==> src/ubfp_pkg.sv <==
// Package with the shared constants, command codes, status codes and state type.
package ubfp_pkg;

   // Ring sizes; each ring holds at most depth minus one bytes.
   localparam int RX_DEPTH = 64;
   localparam int TX_DEPTH = 64;
   localparam int RX_PTR_W = $clog2(RX_DEPTH);
   localparam int TX_PTR_W = $clog2(TX_DEPTH);

   // Field widths of a transaction.
   localparam int CMD_W    = 3;
   localparam int BYTE_W   = 8;
   localparam int STATUS_W = 2;
   localparam int COUNT_W  = 6;

   typedef enum logic [CMD_W-1:0] {
      CMD_RX_BYTE = 3'd0,
      CMD_READ    = 3'd1,
      CMD_WRITE   = 3'd2,
      CMD_TX_DONE = 3'd3,
      CMD_START   = 3'd4,
      CMD_STOP    = 3'd5,
      CMD_CLR_RX  = 3'd6,
      CMD_CLR_TX  = 3'd7
   } cmd_type;

   typedef enum logic [STATUS_W-1:0] {
      STATUS_OK      = 2'd0,
      STATUS_RX_EMPTY = 2'd1,
      STATUS_TX_FULL = 2'd2,
      STATUS_RX_FULL = 2'd3
   } status_type;

   typedef enum logic {
      ST_IDLE = 1'b0,
      ST_EXEC = 1'b1
   } state_type;

endpackage

==> src/uart_buffered_fifo_pair_unit.sv <==
// Top level of the UART receive and transmit ring buffer pair.
//
// This block keeps a receive ring and a transmit ring for a UART, plus the
// flag that says whether the transmitter is idle. A transaction is accepted
// at a clock edge where start is high and busy is low; it carries a command,
// a data byte and the transmitter's accept flag. When a transaction is
// accepted, the entries at both ring heads are read from the two ring
// memories into read registers; in the execute state the command is
// executed, the pointers and the idle flag are updated and at most one
// ring entry is written. Busy is high during that execute state only, so
// a new transaction is not accepted while the last one executes.
// The result of each transaction is shown on the rsp_ ports for exactly one
// cycle, marked by rsp_strobe, in the cycle right after execution; the
// receiver cannot hold it off, and a new transaction may be accepted in that
// same cycle. The ring memories are not cleared after reset, and none of
// their entries is used before a push has written it.
module uart_buffered_fifo_pair_unit (
   input  logic                          clock,
   input  logic                          reset,
   input  logic                          start,
   output logic                          busy,
   input  logic [ubfp_pkg::CMD_W-1:0]    req_cmd,
   input  logic [ubfp_pkg::BYTE_W-1:0]   req_data_byte,
   input  logic                          req_port_accepts,
   output logic                          rsp_strobe,
   output logic                          rsp_tx_send,
   output logic [ubfp_pkg::BYTE_W-1:0]   rsp_tx_byte,
   output logic [ubfp_pkg::BYTE_W-1:0]   rsp_rx_data,
   output logic [ubfp_pkg::STATUS_W-1:0] rsp_status,
   output logic [ubfp_pkg::COUNT_W-1:0]  rsp_rx_count,
   output logic [ubfp_pkg::COUNT_W-1:0]  rsp_tx_count,
   output logic                          rsp_port_idle
);

   localparam int RXW = ubfp_pkg::RX_PTR_W;
   localparam int TXW = ubfp_pkg::TX_PTR_W;

   // Advance a ring pointer with wrap at the ring depth.
   function automatic logic [RXW-1:0] rx_next(input logic [RXW-1:0] ptr);
      return (ptr == RXW'(ubfp_pkg::RX_DEPTH - 1)) ? '0 : ptr + RXW'(1);
   endfunction

   function automatic logic [TXW-1:0] tx_next(input logic [TXW-1:0] ptr);
      return (ptr == TXW'(ubfp_pkg::TX_DEPTH - 1)) ? '0 : ptr + TXW'(1);
   endfunction

   // Ring memories; read at accept, written during execution.
   logic [ubfp_pkg::BYTE_W-1:0] rx_mem [ubfp_pkg::RX_DEPTH];
   logic [ubfp_pkg::BYTE_W-1:0] tx_mem [ubfp_pkg::TX_DEPTH];
   logic [ubfp_pkg::BYTE_W-1:0] rx_rd_ff;
   logic [ubfp_pkg::BYTE_W-1:0] tx_rd_ff;

   ubfp_pkg::state_type state_ff, state_in;
   logic                accept;

   // Latched transaction.
   ubfp_pkg::cmd_type           cmd_ff;
   logic [ubfp_pkg::BYTE_W-1:0] data_ff;
   logic                        acc_ff;

   // Ring pointers and the idle flag.
   logic [RXW-1:0] rx_head_ff, rx_head_in, rx_tail_ff, rx_tail_in;
   logic [TXW-1:0] tx_head_ff, tx_head_in, tx_tail_ff, tx_tail_in;
   logic           idle_ff, idle_in;
   logic [RXW-1:0] rx_nt;
   logic [TXW-1:0] tx_nt;

   // Execute-cycle results.
   logic                        rx_we, tx_we;
   logic                        send_in;
   logic [ubfp_pkg::BYTE_W-1:0] txb_in, rxd_in;
   ubfp_pkg::status_type        status_in;
   logic [RXW:0]                rx_cnt_full;
   logic [TXW:0]                tx_cnt_full;

   // Result registers.
   logic                          strobe_ff;
   logic                          send_ff;
   logic [ubfp_pkg::BYTE_W-1:0]   txb_ff, rxd_ff;
   logic [ubfp_pkg::STATUS_W-1:0] status_ff;
   logic [ubfp_pkg::COUNT_W-1:0]  rx_cnt_ff, tx_cnt_ff;
   logic                          idle_out_ff;

   assign accept = start && !busy;

   // Next-state logic: an execute state after every accepted transaction.
   always_comb begin
      unique case (state_ff)
         ubfp_pkg::ST_IDLE: state_in = accept ? ubfp_pkg::ST_EXEC : ubfp_pkg::ST_IDLE;
         ubfp_pkg::ST_EXEC: state_in = ubfp_pkg::ST_IDLE;
         default:           state_in = ubfp_pkg::ST_IDLE;
      endcase
   end

   // Output logic of the state machine.
   always_comb begin
      unique case (state_ff)
         ubfp_pkg::ST_IDLE: busy = 1'b0;
         ubfp_pkg::ST_EXEC: busy = 1'b1;
         default:           busy = 1'b0;
      endcase
   end

   // Command execution on the head entries read at the accept edge.
   always_comb begin
      rx_head_in = rx_head_ff;
      rx_tail_in = rx_tail_ff;
      tx_head_in = tx_head_ff;
      tx_tail_in = tx_tail_ff;
      idle_in    = idle_ff;
      rx_we      = 1'b0;
      tx_we      = 1'b0;
      send_in    = 1'b0;
      txb_in     = '0;
      rxd_in     = '0;
      status_in  = ubfp_pkg::STATUS_OK;
      rx_nt      = rx_next(rx_tail_ff);
      tx_nt      = tx_next(tx_tail_ff);
      unique case (cmd_ff)
         ubfp_pkg::CMD_RX_BYTE: begin
            // A full ring drops its oldest byte to make room.
            rx_we      = 1'b1;
            rx_tail_in = rx_nt;
            if (rx_nt == rx_head_ff) begin
               rx_head_in = rx_next(rx_head_ff);
               status_in  = ubfp_pkg::STATUS_RX_FULL;
            end
         end
         ubfp_pkg::CMD_READ: begin
            if (rx_head_ff == rx_tail_ff) begin
               status_in = ubfp_pkg::STATUS_RX_EMPTY;
            end else begin
               rxd_in     = rx_rd_ff;
               rx_head_in = rx_next(rx_head_ff);
            end
         end
         ubfp_pkg::CMD_WRITE: begin
            if (idle_ff && acc_ff) begin
               send_in = 1'b1;
               txb_in  = data_ff;
               idle_in = 1'b0;
            end else if (tx_nt == tx_head_ff) begin
               status_in = ubfp_pkg::STATUS_TX_FULL;
            end else begin
               tx_we      = 1'b1;
               tx_tail_in = tx_nt;
            end
         end
         ubfp_pkg::CMD_TX_DONE: begin
            if (tx_head_ff != tx_tail_ff && acc_ff) begin
               send_in    = 1'b1;
               txb_in     = tx_rd_ff;
               tx_head_in = tx_next(tx_head_ff);
            end else begin
               idle_in = 1'b1;
            end
         end
         ubfp_pkg::CMD_START: begin
            // With bytes queued, a refusing port leaves the idle flag alone.
            if (tx_head_ff != tx_tail_ff) begin
               if (acc_ff) begin
                  send_in    = 1'b1;
                  txb_in     = tx_rd_ff;
                  tx_head_in = tx_next(tx_head_ff);
               end
            end else begin
               idle_in = 1'b1;
            end
         end
         ubfp_pkg::CMD_STOP: begin
            idle_in = 1'b0;
         end
         ubfp_pkg::CMD_CLR_RX: begin
            rx_head_in = '0;
            rx_tail_in = '0;
         end
         ubfp_pkg::CMD_CLR_TX: begin
            tx_head_in = '0;
            tx_tail_in = '0;
         end
         default: begin
            status_in = ubfp_pkg::STATUS_OK;
         end
      endcase
   end

   // Fill levels after the update.
   always_comb begin
      if (rx_tail_in >= rx_head_in) begin
         rx_cnt_full = {1'b0, rx_tail_in} - {1'b0, rx_head_in};
      end else begin
         rx_cnt_full = (RXW+1)'(ubfp_pkg::RX_DEPTH) - {1'b0, rx_head_in} + {1'b0, rx_tail_in};
      end
      if (tx_tail_in >= tx_head_in) begin
         tx_cnt_full = {1'b0, tx_tail_in} - {1'b0, tx_head_in};
      end else begin
         tx_cnt_full = (TXW+1)'(ubfp_pkg::TX_DEPTH) - {1'b0, tx_head_in} + {1'b0, tx_tail_in};
      end
   end

   // Control registers.
   always_ff @(posedge clock) begin
      if (reset) begin
         state_ff   <= ubfp_pkg::ST_IDLE;
         rx_head_ff <= '0;
         rx_tail_ff <= '0;
         tx_head_ff <= '0;
         tx_tail_ff <= '0;
         idle_ff    <= 1'b0;
         strobe_ff  <= 1'b0;
      end else begin
         state_ff  <= state_in;
         strobe_ff <= (state_ff == ubfp_pkg::ST_EXEC);
         if (state_ff == ubfp_pkg::ST_EXEC) begin
            rx_head_ff <= rx_head_in;
            rx_tail_ff <= rx_tail_in;
            tx_head_ff <= tx_head_in;
            tx_tail_ff <= tx_tail_in;
            idle_ff    <= idle_in;
         end
      end
   end

   // Transaction latch and result registers.
   always_ff @(posedge clock) begin
      if (accept) begin
         cmd_ff  <= ubfp_pkg::cmd_type'(req_cmd);
         data_ff <= req_data_byte;
         acc_ff  <= req_port_accepts;
      end
      if (state_ff == ubfp_pkg::ST_EXEC) begin
         send_ff     <= send_in;
         txb_ff      <= txb_in;
         rxd_ff      <= rxd_in;
         status_ff   <= status_in;
         rx_cnt_ff   <= ubfp_pkg::COUNT_W'(rx_cnt_full);
         tx_cnt_ff   <= ubfp_pkg::COUNT_W'(tx_cnt_full);
         idle_out_ff <= idle_in;
      end
   end

   // Ring memories: head reads at accept, tail writes at execution.
   always_ff @(posedge clock) begin
      if (accept) begin
         rx_rd_ff <= rx_mem[rx_head_ff];
         tx_rd_ff <= tx_mem[tx_head_ff];
      end
      if (state_ff == ubfp_pkg::ST_EXEC && rx_we) begin
         rx_mem[rx_tail_ff] <= data_ff;
      end
      if (state_ff == ubfp_pkg::ST_EXEC && tx_we) begin
         tx_mem[tx_tail_ff] <= data_ff;
      end
   end

   assign rsp_strobe    = strobe_ff;
   assign rsp_tx_send   = send_ff;
   assign rsp_tx_byte   = txb_ff;
   assign rsp_rx_data   = rxd_ff;
   assign rsp_status    = status_ff;
   assign rsp_rx_count  = rx_cnt_ff;
   assign rsp_tx_count  = tx_cnt_ff;
   assign rsp_port_idle = idle_out_ff;

endmodule

==> config.mk <==
export PLATFORM = sky130hd
export DESIGN_NAME = uart_buffered_fifo_pair_unit
export DESIGN_NICKNAME = d
export VERILOG_FILES = /design/src/ubfp_pkg.sv /design/src/uart_buffered_fifo_pair_unit.sv
export SDC_FILE = /design/constraint.sdc
export NUM_CORES = 1
export LEC_CHECK = 0
export BUFFER_PORTS_ARGS = -buffer_cell sky130_fd_sc_hd__buf_2
export CAP_MARGIN = 30
export CORE_UTILIZATION = 35
export CTS_CLUSTER_SIZE = 28
export DETAILED_ROUTE_END_ITERATION = 16
export PLACE_DENSITY_LB_ADDON = 0.3
export SYNTH_ARGS = -nofsm -noshare
export SYNTH_HDL_FRONTEND = slang
export SYNTH_SLANG_ARGS = --single-unit
==> constraint.sdc <==
create_clock -name clock -period 8.1 [get_ports clock]
set_input_delay 0.81 -clock clock [delete_from_list [all_inputs] [get_ports clock]]
set_output_delay 0.81 -clock clock [all_outputs]
set_load 0.01 [all_outputs]
==> out/results.tsv, run 1 <==
metric	value	unit
hold_viol_final	0	
die_x	358	um
setup.worst_path.end_class	flop	
slew_headroom	0.365	
chipHeight	358	um
grt_pass1_wl	150000	um
clockRootBuffer	clkbuf_16	
place_area	46400	um2
ant_nets	0	
cp_max_fo	14	
antenna_found_initial	5	
cp.required	8560	ps
synth_area_per_cell	21.0	um2
arrival	5080	ps
port_buffers	48	
rsz0062_at_grt	false	
drtIter0Drc	2128	
synth_edf_count	1084	
core_area	126000	um2
synth_top_area_frac	0.736	
nFillCells	11154	
hp-start	req_data_byte[2]	
reg2reg_to	rsp_rx_count[5]	
htreeDepth	3	
start_util	0.352	
grt_pass1_vias	21291	
timing.final.max_slew_violations	0	
hpwl	63200	um
async_reset_ff_frac	0	
max_freq	216	MHz
power_per_cell_area	234	nW/um2
cts_tree	done	
setup_ws	3480	ps
path_clk_slew	70	ps
yosysSeqAreaShare	0.748	
rr_startpoint	rx_tail_ff[1]	
globalplace.congestion	0.822	
globalRouteTotalUtil	0.161	
grt_max_degree	90	
num-nets-final	2213	
whs_endpoint	data_ff[2]	
p_leak	14.9	nW
synth_nets	2139	
setup_viol	0	
tightest_slew	950	ps
yosys_warnings	0	
syn2layout_area_growth	13.0	%
finalCriticalPeriod	4620	ps
syn_inst	2108	
post-route-period-util	0.571	
worst_clock_skew	24.0	ps
netlist_area	44200	um2
drive_above_1_share	0.270	
clkSinkCount	1111	
crit_type	flop to flop	
synth_cell_types	71	
synth_ff_type	edfxtp_1	
drt-wirelength-per-cell	26.0	um
drv_cap	0	
drt-total-wl	102000	um
finalSetupTns	0	ps
io_pins	49	
dpl.cell_count	3717	
grt_overflow	0	
whs_path_depth	1	
r2r_cells	13	
fin_cells	3921	
clk_latency	720	ps
holdBufCountCts	0	
diodes	0	
post_cts_resized	0	
stdcell_area	50000	um2
vias	21008	
start_kind	flop	
pre_cts_slack	3580	ps
dieArea	128000	um2
synth_area_leaders	edfxtp_1 (74%), mux4_2 (17%), nor2_1 (1.4%)	
cts_buffer_depth	3	
yosysTopAreaCell	edfxtp_1	
cts_setup_buffers	0	
ir_worst_vdd	0.000176	V
hold_path.class	primary input to flop	
rows	130	
via_per_inst	5.36	
dr.pass1.iters	5	
status	completed	
r2r_slack	3480	ps
yosys_register_bits	1111	
drc_errors	0	
cts_buffers	109	
## worst max-delay path: stages (launching register included)
cell and delay, ps:
dfxtp_1 640, nand3_1 650, xor2_1 340, o21ai_0 240, nand4b_1 170, o21bai_1 780, a21oi_1 160, mux2_2 310
ha_1 350, a21oi_1 220, o21bai_1 90, a21oi_1 180, xnor2_1 150, xnor2_1 90
## placed cells by master, fill, tap and decap left out, types with 10 or more instances in the layout
cell type  count
ha_1          14
xnor2_1       20
xor2_1        14
nand2_1       50
nand3_1       18
nor2_1       161
clkinv_2      31
inv_1         23
clkinv_1      19
o21ai_0       26
buf_4         33
mux4_2       331
buf_2         48
clkbuf_16    111
clkbuf_1      16
and2_1        13
a21oi_1       37
bufinv_16     10
edfxtp_1    1084
nor2b_1       11
a22o_1        11
dfxtp_1       19
## layout make-up
type                    instances  area, um2  area share
flip-flops and latches       1111      33100       0.662
multi-input cells             846      10500       0.210
clock buffers                 127       2840      0.0567
well taps                    1650       2060      0.0413
repair buffers                 91        748      0.0150
clock inverters                73        638      0.0128
inverters                      23       86.3     0.00173
## worst max-delay path by stage
stage / slack [ps] / cells past startpoint / start / to
5_1_grt: 3160 / 13 / rx_tail_ff[1] / rsp_rx_count[5]
4_1_cts: 3580 / 13 / rx_tail_ff[1] / rsp_rx_count[5]
3_5_place_dp: 3580 / 13 / rx_tail_ff[1] / rsp_rx_count[5]
2_1_floorplan: 4340 / 16 / tx_tail_ff[1] / rsp_tx_count[5]
6_report: 3480 / 13 / rx_tail_ff[1] / rsp_rx_count[5]
3_3_place_gp: 3640 / 15 / tx_tail_ff[0] / rsp_tx_count[5]
## routing by layer
layer | global-route usage | up-vias | wire length, um
met1 | 0.226 | 11244 | 44500
li1 | - | 8912 | -
met2 | 0.256 | 689 | 49000
met3 | 0.0328 | 157 | 6110
met4 | 0.0427 | 6 | 2510
met5 | 0 | - | 35
## cells by family (layout without fill, tap and decap cells)
group | Yosys count | in the layout | synth area share
AND/OR/NAND/NOR | 314 | 314 | 0.0333
adder cells (fa/ha/maj) | 16 | 16 | 0.00486
multiplexers | 341 | 341 | 0.171
flip-flops | 1111 | 1111 | 0.748
buffers and inverters | 151 | 314 | 0.0144
AO/OA/AOI/OAI | 141 | 141 | 0.0221
XOR/XNOR | 34 | 34 | 0.00673
## power breakdown
group | internal (W) | switching, W | leakage (nW) | total (W)
clock network | 0.00282 | 0.00216 | 1.73 | 0.00498
logic | 0.000116 | 0.000228 | 3.19 | 0.000344
registers | 0.00633 | 0.0000275 | 10.0 | 0.00636
total | 0.00927 | 0.00241 | 14.9 | 0.0117
## stage by stage
stage	hold WS, ps	power, W	util
final	285	0.0117	0.398
after global routing	230	0.0120	0.398
after CTS	223	0.0118	0.397
after detailed placement	525	0.00683	0.370
after global placement	523	0.00681	0.369
after floorplan	497	0.00668	-
## synth_stat cells (6+ instances only)
library cell,instances
a211oi_1,9
a21o_1,6
a21oi_1,37
a22o_1,11
and2_1,13
and3_1,9
buf_1,22
buf_2,39
clkbuf_1,62
dfxtp_1,27
edfxtp_1,1084
ha_1,14
inv_1,23
mux2i_1,9
mux4_2,331
nand2_1,50
nand3_1,18
nand3b_1,7
nor2_1,161
nor2b_1,12
o21ai_0,26
xnor2_1,20
xor2_1,14
## flip-flops by register name, indices dropped and copies added, names as in the netlist, 8 cells and up
register	flops
tx_rd_ff	8
data_ff	8
rsp_rx_data	8
rx_rd_ff	8
tx_mem	512
rsp_tx_byte	8
rx_mem	512
Power figures use the tool's default switching activity.
==> inputs of run 2 (changes only) <==
clock period = 4.7 ns   (was 8.1 ns; I/O delays follow)
==> run 2 against run 1 <==
  * Power up 70%
  * Largest power group unchanged
  * Critical path type unchanged
  * Critical path depth up 1
  * Routed wire length down 0.37%
  * Non-clock buffer count up 33
  * Highest routed layer unchanged
  * Sequential power up 73%
  * Critical endpoint is now rsp_tx_count[5]
  * First-iteration DRC count up 17%
  * Clock skew up 3.9 ps
==> out/results.tsv, run 2 (same netlist as run 1, synthesis figures left out) <==
metric	value	unit	change
status	completed		
rr_startpoint	tx_tail_ff[5]		
top_regs	rx_mem x512, tx_mem x512		
antenna_found_initial	6		+1
critPathMaxStageDelay	610	ps	-170 ps
timing.final.max_slew_violations	0		unchanged
finalCriticalPeriod	4250	ps	-374 ps
via_per_inst	5.34		-0.25%
worst-path-stages	14		+1
finalSetupTns	0	ps	unchanged
nFillCells	11098		-0.50%
setup.worst_path.end_class	flop		
clk_latency	690	ps	-30 ps
p_leak	15.0	nW	+0.32%
cts_buffer_depth	3		unchanged
cts_setup_buffers	0		unchanged
num-nets-final	2246		+1.5%
setup_viol	0		unchanged
cp_max_fo	13		-1
die_x	358	um	unchanged
whs_path_depth	1		unchanged
chipHeight	358	um	unchanged
start_kind	flop		
ant_nets	0		unchanged
globalplace.congestion	0.829		+0.85%
drtIter0Drc	2492		+17%
r2r_cells	14		+1
globalRouteTotalUtil	0.159		-0.00200
crit_start	tx_tail_ff[5]		
final_cell_mix	edfxtp_1 (1084), mux4_2 (331), nor2_1 (161)		
clockRootBuffer	clkbuf_16		
whs	68.5	ps	-216 ps
pre_cts_slack	527	ps	-3050 ps
path_clk_slew	60	ps	about the same
path_cells	nand3_4 > o21ba_1 > xor2_1 > or4_4 > o311a_1 > o21ai_0 > o2bb2ai_1 > ha_1 > a21o_1 > a21oi_1 > o21bai_1 > a21oi_1 > xor2_1 > xnor2_1		
vias	21137		+0.61%
drt-wirelength-per-cell	25.7	um	-1.2%
start_util	0.352		unchanged
drc_errors	0		unchanged
final_common_cell	edfxtp_1		
met3_usage	0.0328		-0.0000509
met1_usage	0.224		-0.00170
cts_buffers	109		unchanged
grt_pass1_wl	148000	um	-0.94%
slew_headroom	0.346		-0.0187
setup_ws	451	ps	-3030 ps
rsz0062_at_grt	false		
fin_util	0.399		+0.000867
grt_overflow	0		unchanged
gr-usage-met2	0.254		-0.00155
max_freq	235	MHz	+8.8%
htreeDepth	3		unchanged
worst_clock_skew	27.8	ps	+3.86 ps
cp_num_buf_inv	0		unchanged
crit_type	flop to flop		
hold_viol_final	0		unchanged
rows	130		unchanged
port_buffers	48		unchanged
post-route-period-util	0.904		+0.333
clkSinkCount	1111		unchanged
post_cts_resized	0		unchanged
cts_tree	done		
core_area	126000	um2	unchanged
io_pins	49		unchanged
tightest_slew	981	ps	+30.1 ps
grt_pass1_vias	21278		-0.061%
drt-total-wl	102000	um	-0.37%
hpwl	63100	um	-0.11%
drive_above_1_share	0.266		-0.00387
syn2layout_area_growth	13.3	%	
drv_cap	0		unchanged
hold_path.class	primary input to flop		
dieArea	128000	um2	unchanged
grt_max_degree	130		+44%
ir_worst_vdd	0.000269	V	+52%
dr.pass1.iters	5		unchanged
critPathTopFamily	compound AO/OA/AOI/OAI gates		
cp.required	5100	ps	-3460 ps
grt-busiest-layer	met2		
cp_slowest_cell	dfxtp_1		
hp-start	req_port_accepts		
arrival	4650	ps	-430 ps
power_per_cell_area	395	nW/um2	+69%
-- run 2: changes by cell type in the layout (fill, tap and decap cells not counted), moves of 2 or more --
cell	before	now
clkinv_1	19	34
bufinv_16	10	5
buf_4	33	56
buf_12	2	6
clkinv_8	0	2
inv_6	7	2
clkinv_4	4	1
clkbuf_1	16	24
clkinv_2	31	14
dlygate4sd3_1	0	10
buf_16	8	3
clkinvlp_4	2	5
-- run 2: stage by stage --
step | std cells | instance area (um2) | power [W]
after CTS | 3952 | 50100 | 0.0200
after floorplan | 2108 | 44200 | 0.0115
after global routing | 3955 | 50100 | 0.0204
after global placement | 3739 | 46600 | 0.0117
final | 3955 | 50100 | 0.0198
after detailed placement | 3742 | 46600 | 0.0118
-- run 2: worst register-to-register path, stage by stage (launching register included) --
cell and delay [ps]:
dfxtp_1 610, nand3_4 250, o21ba_1 290, xor2_1 150, or4_4 590, o311a_1 310, o21ai_0 310, o2bb2ai_1 230
ha_1 290, a21o_1 180, a21oi_1 220, o21bai_1 90, a21oi_1 190, xor2_1 190, xnor2_1 80
-- run 2: what timing repair did --
item                                   in CTS  in global routing
hold buffers                               10                  0
endpoints found under the hold margin      10                  0
setup endpoints to repair                   0                  0
-- run 2: cell type report --
| class | instances | area [um2] | share of cell area |
|---|---|---|---|
| diodes | 1 | 2.50 | 0.0000499 |
| clock buffers | 135 | 2870 | 0.0572 |
| clock inverters | 65 | 494 | 0.00986 |
| inverters | 23 | 86.3 | 0.00172 |
| multi-input cells | 846 | 10500 | 0.210 |
| flip-flops and latches | 1111 | 33100 | 0.661 |
| well taps | 1650 | 2060 | 0.0412 |
| repair buffers | 124 | 968 | 0.0193 |
-- run 2: worst paths after layout --
| path | endpoint | slack, ps |
|---|---|---|
| worst max-delay path | rsp_tx_count[5] | 450 |
| worst max register to register | rsp_tx_count[5] | 450 |
| worst min-delay path | acc_ff | 70 |
| worst min register to register | rsp_tx_byte[4] | 550 |
-- run 2: power by group --
group          total, W  switching [W]  leakage [nW]  internal (W)
registers        0.0110      0.0000401          10.0        0.0109
clock network   0.00825        0.00365          1.62       0.00460
logic          0.000608       0.000400          3.34      0.000208
total            0.0198        0.00409          15.0        0.0157
-- run 2: layer usage --
layer	share of wire	up-vias
met1	0.42	11228
met4	0.018	6
li1	-	8992
met2	0.49	768
met3	0.072	143
met5	0.00030	-
==> inputs of run 3 (changes only) <==
ABC_AREA = 1   (was not set)
CELL_PAD_IN_SITES_DETAIL_PLACEMENT = 1   (was not set)
CELL_PAD_IN_SITES_GLOBAL_PLACEMENT = 2   (was not set)
CTS_CLUSTER_SIZE = 14   (was 28)
==> run 3 against run 2 <==
  * Power is 3.3% higher
  * Largest cell class unchanged
  * Clock skew is 13 ps higher
  * Area after synthesis is 1.7% higher
  * Global-route usage is 4.5 points higher
  * Worst hold slack better by 180 ps
  * Die area is 1.6% higher
  * Cell count is 36% higher
  * Critical path type unchanged
  * Flip-flop and latch count stayed put
  * Non-clock buffer count is 21 higher
  * Count of clock-buffer cells in the layout is 26 higher
==> out/results.tsv, run 3 <==
metric	value	unit	change
globalRouteTotalUtil	0.204		+0.0452
dpl.cell_count	5152		+38%
cts_tree	done		
hold_viol_final	0		unchanged
rows	131		+0.77%
setup_ws	718	ps	+267 ps
synth.top_cells.by_count	edfxtp_1 (1084), nor2_1 (720), o21ai_0 (590)		
vias	29694		+40%
yosys_warnings	0		unchanged
fin_util	0.401		+0.00182
clkSinkCount	1111		unchanged
drt-total-wl	135000	um	+32%
cts_buffers	113		+3.7%
core_area	128000	um2	+1.6%
antenna_found_initial	0		-6
tightest_slew	1140	ps	+160 ps
final_cell_mix	edfxtp_1 (1084), nor2_1 (719), o21ai_0 (590)		
via_per_inst	5.52		+3.2%
finalCriticalPeriod	3980	ps	-267 ps
clk_latency	740	ps	+50 ps
power.total	0.0205	W	+3.3%
chipHeight	360	um	+0.82%
clockRootBuffer	clkbuf_16		
arrival	4330	ps	-320 ps
slew_headroom	0.238		-0.109
dieArea	130000	um2	+1.6%
pre_cts_slack	757	ps	+230 ps
drt-wirelength-per-cell	25.0	um	-2.7%
synth_ff_type	edfxtp_1		
max_freq	251	MHz	+6.7%
async_reset_ff_frac	0		unchanged
grt_overflow	0		unchanged
rsz0062_at_grt	false		
crit_type	flop to flop		
io_pins	49		unchanged
setup.worst_path.end_class	flop		
synth_edf_count	1084		unchanged
cts_setup_buffers	0		unchanged
hpwl	76000	um	+20%
globalplace.congestion	0.829		about the same
synth_area_per_cell	12.5	um2	-41%
cp.required	5040	ps	-60 ps
power_per_cell_area	400	nW/um2	+1.2%
dr.pass1.iters	6		+1
grt_pass1_wl	199000	um	+34%
drc_errors	0		unchanged
fin_cells	5384		+36%
netlist_area	45000	um2	+1.7%
grt_pass1_vias	29643		+39%
cp_max_fo	10		-3
nFillCells	13295		+20%
cts_buffer_depth	3		unchanged
final_common_cell	edfxtp_1		
yosys_register_bits	1111		unchanged
p_leak	16.8	nW	+12%
timing.final.max_slew_violations	0		unchanged
ant_nets	0		unchanged
hold_path.class	primary input to flop		
diodes	0		-1
grt_max_degree	205		+58%
path_clk_slew	60	ps	about the same
synth_nets	3633		+70%
post-synth-top-count-cell	edfxtp_1		
post_cts_resized	0		unchanged
synth_top_area_frac	0.724		-0.0120
post-route-period-util	0.847		-0.0568
yosysSeqAreaShare	0.736		-0.0122
htreeDepth	3		unchanged
worst_clock_skew	40.7	ps	+12.8 ps
syn2layout_area_growth	13.7	%	
num-nets-final	3652		+63%
finalSetupTns	0	ps	unchanged
start_util	0.353		+0.000353
die_x	360	um	+0.82%
start_kind	flop		
top_regs	rx_mem x512, tx_mem x512		
yosysTopAreaCell	edfxtp_1		
status	completed		
syn_inst	3602		+71%
synth_cell_types	37		-48%
synth_area_leaders	edfxtp_1 (72%), o21ai_0 (6.6%), nor2_1 (6.0%)		
drv_cap	0		unchanged
setup_viol	0		unchanged
ir_worst_vdd	0.000327	V	+22%
holdBufCountCts	14		+4
drive_above_1_share	0.0846		-0.181
port_buffers	48		unchanged
drtIter0Drc	2803		+12%
==> run 3: final timing paths <==
check / from / endpoint / slack (ps) / depth (start not counted)
min reg2reg: idle_ff / idle_ff / 520 / 2
max reg2reg: tx_tail_ff[0] / tx_mem[3][5] / 720 / 13
max: tx_tail_ff[0] / tx_mem[3][5] / 720 / 13
min: start / data_ff[7] / 250 / 3
==> run 3: logic make-up (layout without fill, tap and decap cells) <==
kind of cell,after synthesis,after routing,synth area share
buf+inv,330,450,0.0280
xor+xnor,15,15,0.00292
compound gates,998,998,0.129
fa+ha+maj,16,16,0.00478
simple gates,1132,1132,0.0996
flops,1111,1111,0.736
==> run 3: final cells by class <==
cell class                 instances  area [um2]  share of cell area
clock inverter                    55         612              0.0120
sequential                      1111       33100               0.648
inverter                          89         348             0.00680
multi-input combinational       2161       10600               0.208
timing repair buffer             145        1200              0.0234
clock buffer                     161        3150              0.0616
tap                             1662        2080              0.0407
==> run 3: power by group <==
part | internal (W) | switching [W] | total [W] | leakage [nW]
logic | 0.0000583 | 0.000282 | 0.000340 | 4.94
registers | 0.0109 | 0.0000170 | 0.0109 | 10.0
clock network | 0.00533 | 0.00387 | 0.00920 | 1.84
total | 0.0163 | 0.00417 | 0.0205 | 16.8
==> run 3: worst max-delay path: stages (launching register included) <==
cell and delay (ps):
dfxtp_1 560, ha_1 330, nand3_1 180, nor2_1 190
inv_1 110, nand3_1 100, nand2_1 60, nand2_1 70
nor2_1 40, nand2_2 150, nand2_2 150, nor3_4 340
nand3_2 540, nor2_1 770
==> run 3: per-stage QoR <==
step	cell area, um2	hold WS (ps)
after floorplan	45000	466
after global placement	47100	496
after detailed placement	47200	509
after CTS	51100	208
after global routing	51100	266
final	51100	252
==> run 3: layer usage <==
metal	wire length [um]	global-route usage
met1	63400	0.297
met2	60500	0.313
met3	7260	0.0308
met4	3590	0.0666
met5	0	0
